[src/rtl/aes_pkg.sv]
// shared types, constants and byte functions for the aes-128 block encryptor
// no dependencies; imported by every module of the block
package aes_pkg;

   // cipher shape
   localparam int KEY_WORDS   = 4;
   localparam int ROUND_COUNT = 10;
   localparam int RND_W       = $clog2(ROUND_COUNT + 1);
   localparam logic [RND_W-1:0] FIRST_RND = RND_W'(1);
   localparam logic [RND_W-1:0] LAST_RND  = RND_W'(ROUND_COUNT);

   // configuration port
   localparam int CSR_IDX_W  = 2;
   localparam int CSR_DATA_W = 64;
   localparam logic [CSR_IDX_W-1:0] CSR_KEY_HIGH = CSR_IDX_W'(0);
   localparam logic [CSR_IDX_W-1:0] CSR_KEY_LOW  = CSR_IDX_W'(1);

   // field constants
   localparam logic [7:0] GF_POLY   = 8'h1b;
   localparam logic [7:0] RCON_INIT = 8'h01;

   typedef struct packed {
      logic [63:0] block_high;
      logic [63:0] block_low;
   } req_payload_type;

   typedef struct packed {
      logic [63:0] cipher_high;
      logic [63:0] cipher_low;
   } rsp_payload_type;

   typedef enum logic {
      ENC_IDLE,
      ENC_RUN
   } enc_state_type;

   // key schedule status seen by the controller
   typedef struct packed {
      logic busy;
   } kx_status_type;

   localparam logic [7:0] SBOX [256] = '{
      8'h63, 8'h7c, 8'h77, 8'h7b, 8'hf2, 8'h6b, 8'h6f, 8'hc5,
      8'h30, 8'h01, 8'h67, 8'h2b, 8'hfe, 8'hd7, 8'hab, 8'h76,
      8'hca, 8'h82, 8'hc9, 8'h7d, 8'hfa, 8'h59, 8'h47, 8'hf0,
      8'had, 8'hd4, 8'ha2, 8'haf, 8'h9c, 8'ha4, 8'h72, 8'hc0,
      8'hb7, 8'hfd, 8'h93, 8'h26, 8'h36, 8'h3f, 8'hf7, 8'hcc,
      8'h34, 8'ha5, 8'he5, 8'hf1, 8'h71, 8'hd8, 8'h31, 8'h15,
      8'h04, 8'hc7, 8'h23, 8'hc3, 8'h18, 8'h96, 8'h05, 8'h9a,
      8'h07, 8'h12, 8'h80, 8'he2, 8'heb, 8'h27, 8'hb2, 8'h75,
      8'h09, 8'h83, 8'h2c, 8'h1a, 8'h1b, 8'h6e, 8'h5a, 8'ha0,
      8'h52, 8'h3b, 8'hd6, 8'hb3, 8'h29, 8'he3, 8'h2f, 8'h84,
      8'h53, 8'hd1, 8'h00, 8'hed, 8'h20, 8'hfc, 8'hb1, 8'h5b,
      8'h6a, 8'hcb, 8'hbe, 8'h39, 8'h4a, 8'h4c, 8'h58, 8'hcf,
      8'hd0, 8'hef, 8'haa, 8'hfb, 8'h43, 8'h4d, 8'h33, 8'h85,
      8'h45, 8'hf9, 8'h02, 8'h7f, 8'h50, 8'h3c, 8'h9f, 8'ha8,
      8'h51, 8'ha3, 8'h40, 8'h8f, 8'h92, 8'h9d, 8'h38, 8'hf5,
      8'hbc, 8'hb6, 8'hda, 8'h21, 8'h10, 8'hff, 8'hf3, 8'hd2,
      8'hcd, 8'h0c, 8'h13, 8'hec, 8'h5f, 8'h97, 8'h44, 8'h17,
      8'hc4, 8'ha7, 8'h7e, 8'h3d, 8'h64, 8'h5d, 8'h19, 8'h73,
      8'h60, 8'h81, 8'h4f, 8'hdc, 8'h22, 8'h2a, 8'h90, 8'h88,
      8'h46, 8'hee, 8'hb8, 8'h14, 8'hde, 8'h5e, 8'h0b, 8'hdb,
      8'he0, 8'h32, 8'h3a, 8'h0a, 8'h49, 8'h06, 8'h24, 8'h5c,
      8'hc2, 8'hd3, 8'hac, 8'h62, 8'h91, 8'h95, 8'he4, 8'h79,
      8'he7, 8'hc8, 8'h37, 8'h6d, 8'h8d, 8'hd5, 8'h4e, 8'ha9,
      8'h6c, 8'h56, 8'hf4, 8'hea, 8'h65, 8'h7a, 8'hae, 8'h08,
      8'hba, 8'h78, 8'h25, 8'h2e, 8'h1c, 8'ha6, 8'hb4, 8'hc6,
      8'he8, 8'hdd, 8'h74, 8'h1f, 8'h4b, 8'hbd, 8'h8b, 8'h8a,
      8'h70, 8'h3e, 8'hb5, 8'h66, 8'h48, 8'h03, 8'hf6, 8'h0e,
      8'h61, 8'h35, 8'h57, 8'hb9, 8'h86, 8'hc1, 8'h1d, 8'h9e,
      8'he1, 8'hf8, 8'h98, 8'h11, 8'h69, 8'hd9, 8'h8e, 8'h94,
      8'h9b, 8'h1e, 8'h87, 8'he9, 8'hce, 8'h55, 8'h28, 8'hdf,
      8'h8c, 8'ha1, 8'h89, 8'h0d, 8'hbf, 8'he6, 8'h42, 8'h68,
      8'h41, 8'h99, 8'h2d, 8'h0f, 8'hb0, 8'h54, 8'hbb, 8'h16
   };

   function automatic logic [7:0] sbox(input logic [7:0] b);
      return SBOX[b];
   endfunction

   // multiply by x in gf(2^8)
   function automatic logic [7:0] xtime(input logic [7:0] b);
      return {b[6:0], 1'b0} ^ (b[7] ? GF_POLY : 8'h00);
   endfunction

   function automatic logic [31:0] sub_word(input logic [31:0] w);
      return {sbox(w[31:24]), sbox(w[23:16]), sbox(w[15:8]), sbox(w[7:0])};
   endfunction

endpackage

[src/rtl/aes_key_sched.sv]
// key expansion sequencer and round key memory, one round key per cycle
// depends on aes_pkg
module aes_key_sched
   import aes_pkg::*;
(
   input  logic               clock,
   input  logic               reset,
   input  logic               start,
   input  logic [127:0]       cipher_key,
   input  logic [RND_W-1:0]   rd_addr,
   output logic [127:0]       rd_key,
   output kx_status_type      status
);

   logic [127:0]     rk_mem [ROUND_COUNT + 1];
   logic [127:0]     rd_key_ff;
   logic             busy_ff, busy_in;
   logic [RND_W-1:0] rnd_ff, rnd_in;
   logic [7:0]       rcon_ff, rcon_in;
   logic [127:0]     prev_ff;
   logic [127:0]     cur_key;
   logic [31:0]      t_word, n0, n1, n2, n3;

   // next round key from the previous one
   assign t_word = sub_word({prev_ff[23:0], prev_ff[31:24]}) ^ {rcon_ff, 24'h000000};
   assign n0 = prev_ff[127:96] ^ t_word;
   assign n1 = prev_ff[95:64] ^ n0;
   assign n2 = prev_ff[63:32] ^ n1;
   assign n3 = prev_ff[31:0] ^ n2;
   assign cur_key = (rnd_ff == '0) ? cipher_key : {n0, n1, n2, n3};

   // sequencer control
   always_comb begin
      busy_in = busy_ff;
      rnd_in  = rnd_ff;
      rcon_in = rcon_ff;
      if (start) begin
         busy_in = 1'b1;
         rnd_in  = '0;
      end else if (busy_ff) begin
         rcon_in = (rnd_ff == '0) ? RCON_INIT : xtime(rcon_ff);
         if (rnd_ff == LAST_RND) begin
            busy_in = 1'b0;
         end else begin
            rnd_in = rnd_ff + RND_W'(1);
         end
      end
   end

   always_ff @(posedge clock) begin
      if (reset) begin
         busy_ff <= 1'b0;
         rnd_ff  <= '0;
      end else begin
         busy_ff <= busy_in;
         rnd_ff  <= rnd_in;
      end
   end

   // payload registers
   always_ff @(posedge clock) begin
      rcon_ff <= rcon_in;
      if (busy_ff && !start) begin
         prev_ff <= cur_key;
      end
   end

   // round key memory, one write and one registered read per cycle
   always_ff @(posedge clock) begin
      if (busy_ff && !start) begin
         rk_mem[rnd_ff] <= cur_key;
      end
      rd_key_ff <= rk_mem[rd_addr];
   end

   assign rd_key      = rd_key_ff;
   assign status.busy = busy_ff;

   // checks
   a_rnd_range: assert property (@(posedge clock) disable iff (reset)
      busy_ff |-> rnd_ff <= LAST_RND)
      else $error("key schedule round out of range");
   a_start: assert property (@(posedge clock) disable iff (reset)
      start |=> busy_ff && rnd_ff == '0)
      else $error("key schedule did not restart");
   a_done: assert property (@(posedge clock) disable iff (reset)
      $fell(busy_ff) |-> $past(rnd_ff) == LAST_RND)
      else $error("key schedule ended early");

endmodule

[config.mk]
export PLATFORM = sky130hd
export DESIGN_NAME = aes_key_sched
export DESIGN_NICKNAME = d
export VERILOG_FILES = /design/src/rtl/aes_pkg.sv /design/src/rtl/aes_key_sched.sv
export SDC_FILE = /design/constraint.sdc
export NUM_CORES = 2
export LEC_CHECK = 0
export BUFFER_PORTS_ARGS = -buffer_cell sky130_fd_sc_hd__buf_2
export CAP_MARGIN = 10
export CORE_MARGIN = 5
export CORE_UTILIZATION = 40
export DETAILED_ROUTE_END_ITERATION = 10
export PLACE_DENSITY = 0.65
export SYNTH_ARGS = -nofsm -noshare
export SYNTH_HDL_FRONTEND = slang
export SYNTH_SLANG_ARGS = --single-unit
[constraint.sdc]
create_clock -name clock -period 8 [get_ports clock]
set_input_delay 1.2 -clock clock [delete_from_list [all_inputs] [get_ports clock]]
set_output_delay 1.2 -clock clock [all_outputs]
set_load 0.01 [all_outputs]
# Word level (Yosys, flattened, before mapping)
# Memories as Yosys holds them, arrays and structs flattened. A register that Yosys moved wholly into a read port is not among the register bits.
# Index checks and enable logic that the tools add are counted.
op_classes:
  n_mux: 15
  add_sub_neg: 1
  bitwise_logic: 12
  n_eq_ne: 1
  magnitude_cmp: 4
  reduce_logical: 6
ops:
  columns: ["operator", "count"]
  rows:
  - ["$xor 32x32->32", 5]
  - ["$mux 128", 1]
  - ["$mux 8", 8]
  - ["$ge 9x9->1 const B", 4]
  - ["$not 8->9", 4]
  - ["$xor 8x5->8", 1]
  - ["$mux 1", 5]
  - ["$mux 5", 1]
  - ["$add 4x1->4 const B", 1]
  - ["$eq 4x4->1 const B", 1]
  - ["$logic_not 4->1", 1]
  - ["$reduce_and 2->1", 2]
  - ["$not 1->1", 2]
  - ["$reduce_or 2->1", 1]
  - ["$logic_and 1x1->1", 1]
  - ["$logic_not 1->1", 1]
totals:
  n_memories: 5
  in_bits: 135
  output_inout_bits: 129
  mem_bits_ro: 8192
  word_cells: 48
  mem_bits_rw: 1408
  regBits: 141
mem_list:
  columns: ["memory", "depth", "width", "read_ports", "rd_clocked_by_memory_dff", "wr", "line", "text"]
  rows:
  - ["(no name shown)", 256, 8, 1, 0, 0, "aes_pkg.sv:78", "return SBOX[b];"]
  - ["(no name shown)", 256, 8, 1, 0, 0, "aes_pkg.sv:78", null]
  - ["(no name shown)", 256, 8, 1, 0, 0, "aes_pkg.sv:78", null]
  - ["(no name shown)", 256, 8, 1, 0, 0, "aes_pkg.sv:78", null]
  - ["rk_mem", 11, 128, 1, 1, 1, "aes_key_sched.sv:15", "logic [127:0] rk_mem [ROUND_COUNT + 1];"]

# Logic depth before layout (Yosys ltp)
logic_depth:
  word_depth: 10
  ltp_mapped: 15
  depth_no_buf: 11

# Worst setup path after synthesis
# OpenSTA, ideal clock, no wires.
synth_path:
  kind: "in2reg"
  startpoint: "in start"
  endpoint: "mem rk_mem[2][0], enable pin"
  arrival_ps: 7264
  n_path_buf: 0
  path_slack_ps: 233
  stages: 3
  setup_ps: 503
  required_ps: 7497
  cell_sequence: "nand2b_1 -> inv_1 -> and3_1"
synth_via:
  elab_chain_len: 4
synth_rtl:
  columns: ["element", "line", "text"]
  rows:
  - ["from (decl)", "aes_key_sched.sv:8", "input logic start,"]
  - ["$logic_not 1->1", "aes_key_sched.sv:70", "if (busy_ff && !start) begin"]
  - ["$logic_and 1x1->1", "aes_key_sched.sv:70", null]
  - ["$mux 1", "aes_key_sched.sv:70", null]
  - ["$mux 1 (not written as such)", "aes_key_sched.sv:71", "rk_mem[rnd_ff] <= cur_key;"]
  - ["to (decl)", "aes_key_sched.sv:15", null]
# No other way between the ends.

# Worst setup path in the final report
layout_path:
  startpoint: "reg prev_ff[9]"
  endpoint: "mem rk_mem[4][19] (data pin)"
layout_via:
  elab_chain_len: 10
layout_rtl:
  columns: ["element", "line", "text"]
  rows:
  - ["from (decl)", "aes_key_sched.sv:20", "logic [127:0] prev_ff;"]
  - ["from (signal assigned)", "aes_key_sched.sv:64", "prev_ff <= cur_key;"]
  - ["$not 8->9 (not written as such)", "aes_pkg.sv:78", null]
  - ["$mem_v2 256x8", null, null]
  - ["$mux 8 (not written as such) (2 in series)", "aes_pkg.sv:78", null]
  - ["$xor 32x32->32", "aes_key_sched.sv:25", "assign t_word = sub_word({prev_ff[23:0], prev_ff[31:24]}) ^ {rcon_ff, 24'h000000};"]
  - ["$xor 32x32->32", "aes_key_sched.sv:26", "assign n0 = prev_ff[127:96] ^ t_word;"]
  - ["$xor 32x32->32", "aes_key_sched.sv:27", "assign n1 = prev_ff[95:64] ^ n0;"]
  - ["$xor 32x32->32", "aes_key_sched.sv:28", "assign n2 = prev_ff[63:32] ^ n1;"]
  - ["$xor 32x32->32", "aes_key_sched.sv:29", "assign n3 = prev_ff[31:0] ^ n2;"]
  - ["$mux 128", "aes_key_sched.sv:30", "assign cur_key = (rnd_ff == '0) ? cipher_key : {n0, n1, n2, n3};"]
  - ["named net cur_key[19]", "aes_key_sched.sv:21", "logic [127:0] cur_key;"]
# The timed path passes the listed nets, and every way through them passes these cells. The select of a mux whose other input is x is not followed.

==> metrics.txt <==
status finished, final reports clean; normalized max-slew margin 0.156; Clock transition at path regs 0.06 ns; crit path time final 5.51 ns; Max Fclk 181 MHz; IO buf count between 200 and 300; chip width between 400 and 500 um; max-slew violation count 0; WP data required 8.49 ns; Top-Level Pins 264; setup_tns 0 ns; fin worst setup slack 2.49 ns; multi-input logic area 0.0272 sq mm; GP Congestion about 1.0; reg2reg start prev_ff[9]; largest net degree at the start of global routing 133; largest family of logic cells by synthesized area multiplexers; fraction of layout cells with a size suffix above 1 0.254; MaxCap Viol Count 0; Worst Setup SP prev_ff[9]; hpwl dp 160 mm; CP Launch Type flop; Synth area leader edfxtp_1; Iter 0 DRT Violations ~6500; final hold violation count 0; syn_area_per_cell 15.4 sq um; Register Area 0.0490 sq mm; clk sinks 1677; gr ovfl total 0; CTS Hold Bufs 0; min-delay src rk_mem[10][112]; # H-tree levels 4; CP arrival 6.00 ns; Peak VDD IR 152 uV; fin util 0.451; DR vias about 49000; root buf cell clkbuf_16; Nets 5445; multiplexer share of the synthesized area 0.159; GR Util All Layers 0.242; Crit Path Max Fanout 38; adder-cell share of the synthesized area 0.0102; DIE HEIGHT 452 um; Vias/cell 6.17; global-route wire length before repair around 360 mm; Worst Hold Depth 1; r2r endpoint rk_mem[4][19]; reg2reg path depth 11; Initial Utilization 0.402; post-CTS setup buffer count 0; Post-synth EDFFs 1544; die area just over 0.2 sq mm; vias in the first global route 48303; Tcrit/Tclk final 0.689; Worst Hold End rd_key[112]; cts repair resizes 0; R2R Setup Slk 2.49 ns; WL final 253 mm; Post-Synth Simple-Gate Area 0.0685; Least-Margin Pin Slew 1.27 ns; drt pass-1 iters 6; Post-Synth XOR/XNOR Area 0.0261; wire per inst 31.6 um; RSZ-0062 raised after global routing false; CP endpoint kind flop; worst setup slack after placement 2.39 ns; Hold Crit Class reg2reg; clock latency at the later pin of the worst-skew pair 0.85 ns; FFs w/ async S/R, synth 0; Main synth FF type edfxtp_1; Crit Path Class reg2reg; placed cell count 7691; Area Growth Syn to Fin 12.2%; final setup violation count 0; num rows ~160; largest cells by area after synthesis edfxtp_1 59%, mux4_2 13%, dfxtp_1 3.4%, mux2_2 2.2%, a21oi_1 1.4%; synthesized cell area between 0.07 and 0.08 sq mm; fillers 16848; TritonCTS clock tree built; Routed Antenna Nets 0; leakage about 29 nW; share of the yosys chip area belonging to registers 0.626; post-route insts no fill 8015; Final Skew roughly 0.060 ns; pwr dens 227 mW/mm^2; Warnings, synthesis 0; Compound-Gate Fraction of Synth Area 0.0831; area of the core 0.195 sq mm; Syn Inst Count 5098; share of the synthesized area in the top cell type 0.592; #FFs+latches synth 1677; Yosys cell types 105; TritonCTS Buffers roughly 170; Longest Clk Path Bufs 3; detailed-route DRC error count 0; Syn Nets between 5000 and 6000; initial antenna violation count 14
==> how the worst max path moves through the flow <==
stage / cells past startpoint / endpoint / slack [ns]
final: 11 / rk_mem[4][19] / 2.49
after global routing: 13 / rk_mem[7][23] / 2.23
after CTS: 12 / rk_mem[9][31] / 2.37
after detailed placement: 12 / rk_mem[8][31] / 2.39
after global placement: 12 / rk_mem[6][31] / 2.46
after floorplan: 3 / rk_mem[2][0] / 0.23
==> sequential cells by signal (all words and copies together) (netlist names) <==
| register | flops |
|---|---|
| prev_ff | 128 |
| rcon_ff | 8 |
| rd_key | 128 |
| rk_mem | 1408 |
| rnd_ff | 4 |
| status | 1 |
==> cells by family after synthesis <==
group | after synthesis
DFF | 1677
and+or+nand+nor | 1067
AOI/OAI and AO/OA | 957
muxes | 657
buffers and inverters | 477
xor gates and xnor gates | 199
adders and majority gates | 64
==> metrics by stage <==
step | instance area (sq um) | total power, mW | hold WS (ns)
floorplan | 78300 | 11.4 | 0.533
global placement | 82300 | 12.3 | 0.538
detailed placement | 82300 | 12.3 | 0.545
CTS | 87800 | 20.1 | 0.558
global route | 87900 | 20.6 | 0.570
finish | 87900 | 20.0 | 0.557
==> layout make-up <==
class | count | share of cell area
Sequential cell | 1677 | 0.558
Inverter | 54 | 0.00236
Antenna cell | 12 | 0.000342
Clock inverter | 82 | 0.0105
Tap cell | 2624 | 0.0373
Clock buffer | 218 | 0.0518
Multi-Input combinational cell | 2944 | 0.310
Timing Repair Buffer | 404 | 0.0300
==> Yosys cell counts (25+ instances only) <==
master and instances:
mux2_2 153, buf_1 71, a211oi_1 46, inv_1 43, edfxtp_1 1544, nand4_1 26
clkbuf_1 195, nand2b_1 104, or3_1 26, nor2_1 249, nor2b_1 81, o311ai_0 32
buf_2 123, mux4_2 455, a21oi_1 219, nand3_1 84, xor2_1 53, dfxtp_1 133
and3_1 26, xnor2_1 119, o21ai_0 213, a31oi_1 46, a21o_1 27, buf_4 25
and2_1 36, ha_1 64, nand2_1 252, mux2i_1 48, a311oi_1 43, o211ai_1 53
nor3_1 64
==> per-layer routing <==
layer,routed length (um),vias to the layer above,track usage
met1,99600,25761,0.320
met5,0,-,0
li1,-,20603,-
met4,16300,0,0.134
met2,120000,2556,0.385
met3,17400,521,0.0354
==> worst max-delay path: stages (launching register included) <==
cell      delay, ns
edfxtp_1       0.34
buf_4          0.39
inv_1          0.30
ha_1           0.92
and2_0         0.48
o311ai_0       0.20
a311o_1        0.44
a32oi_2        0.81
xnor2_1        0.22
o21ai_1        0.18
a221oi_1       0.10
o221ai_1       0.79
==> layout by cell type (no fill, tap or decap), drive strengths merged, types with 27 or more instances in the layout <==
master and n:
edfxtp 1544, o21ai 222, inv 61, clkinv 61, ha 64, a21oi 220, nor2 251, mux4 455
buf 400, clkbuf 222, and2 41, mux2i 48, a31oi 46, dfxtp 133, nand3 84, a211oi 47
xnor2 128, nor3 64, mux2 154, o311ai 35, a311oi 43, o211ai 54, nand2 253, a21o 27
xor2 56, nand2b 104, nor2b 81
==> report_power, final <==
group	internal [mW]	switching [mW]	leakage, nW
registers	9.83	0.0855	15.1
logic	0.792	1.47	11.1
clock network	4.44	3.38	2.69
Note: power is estimated with default switching activity, not from simulation.
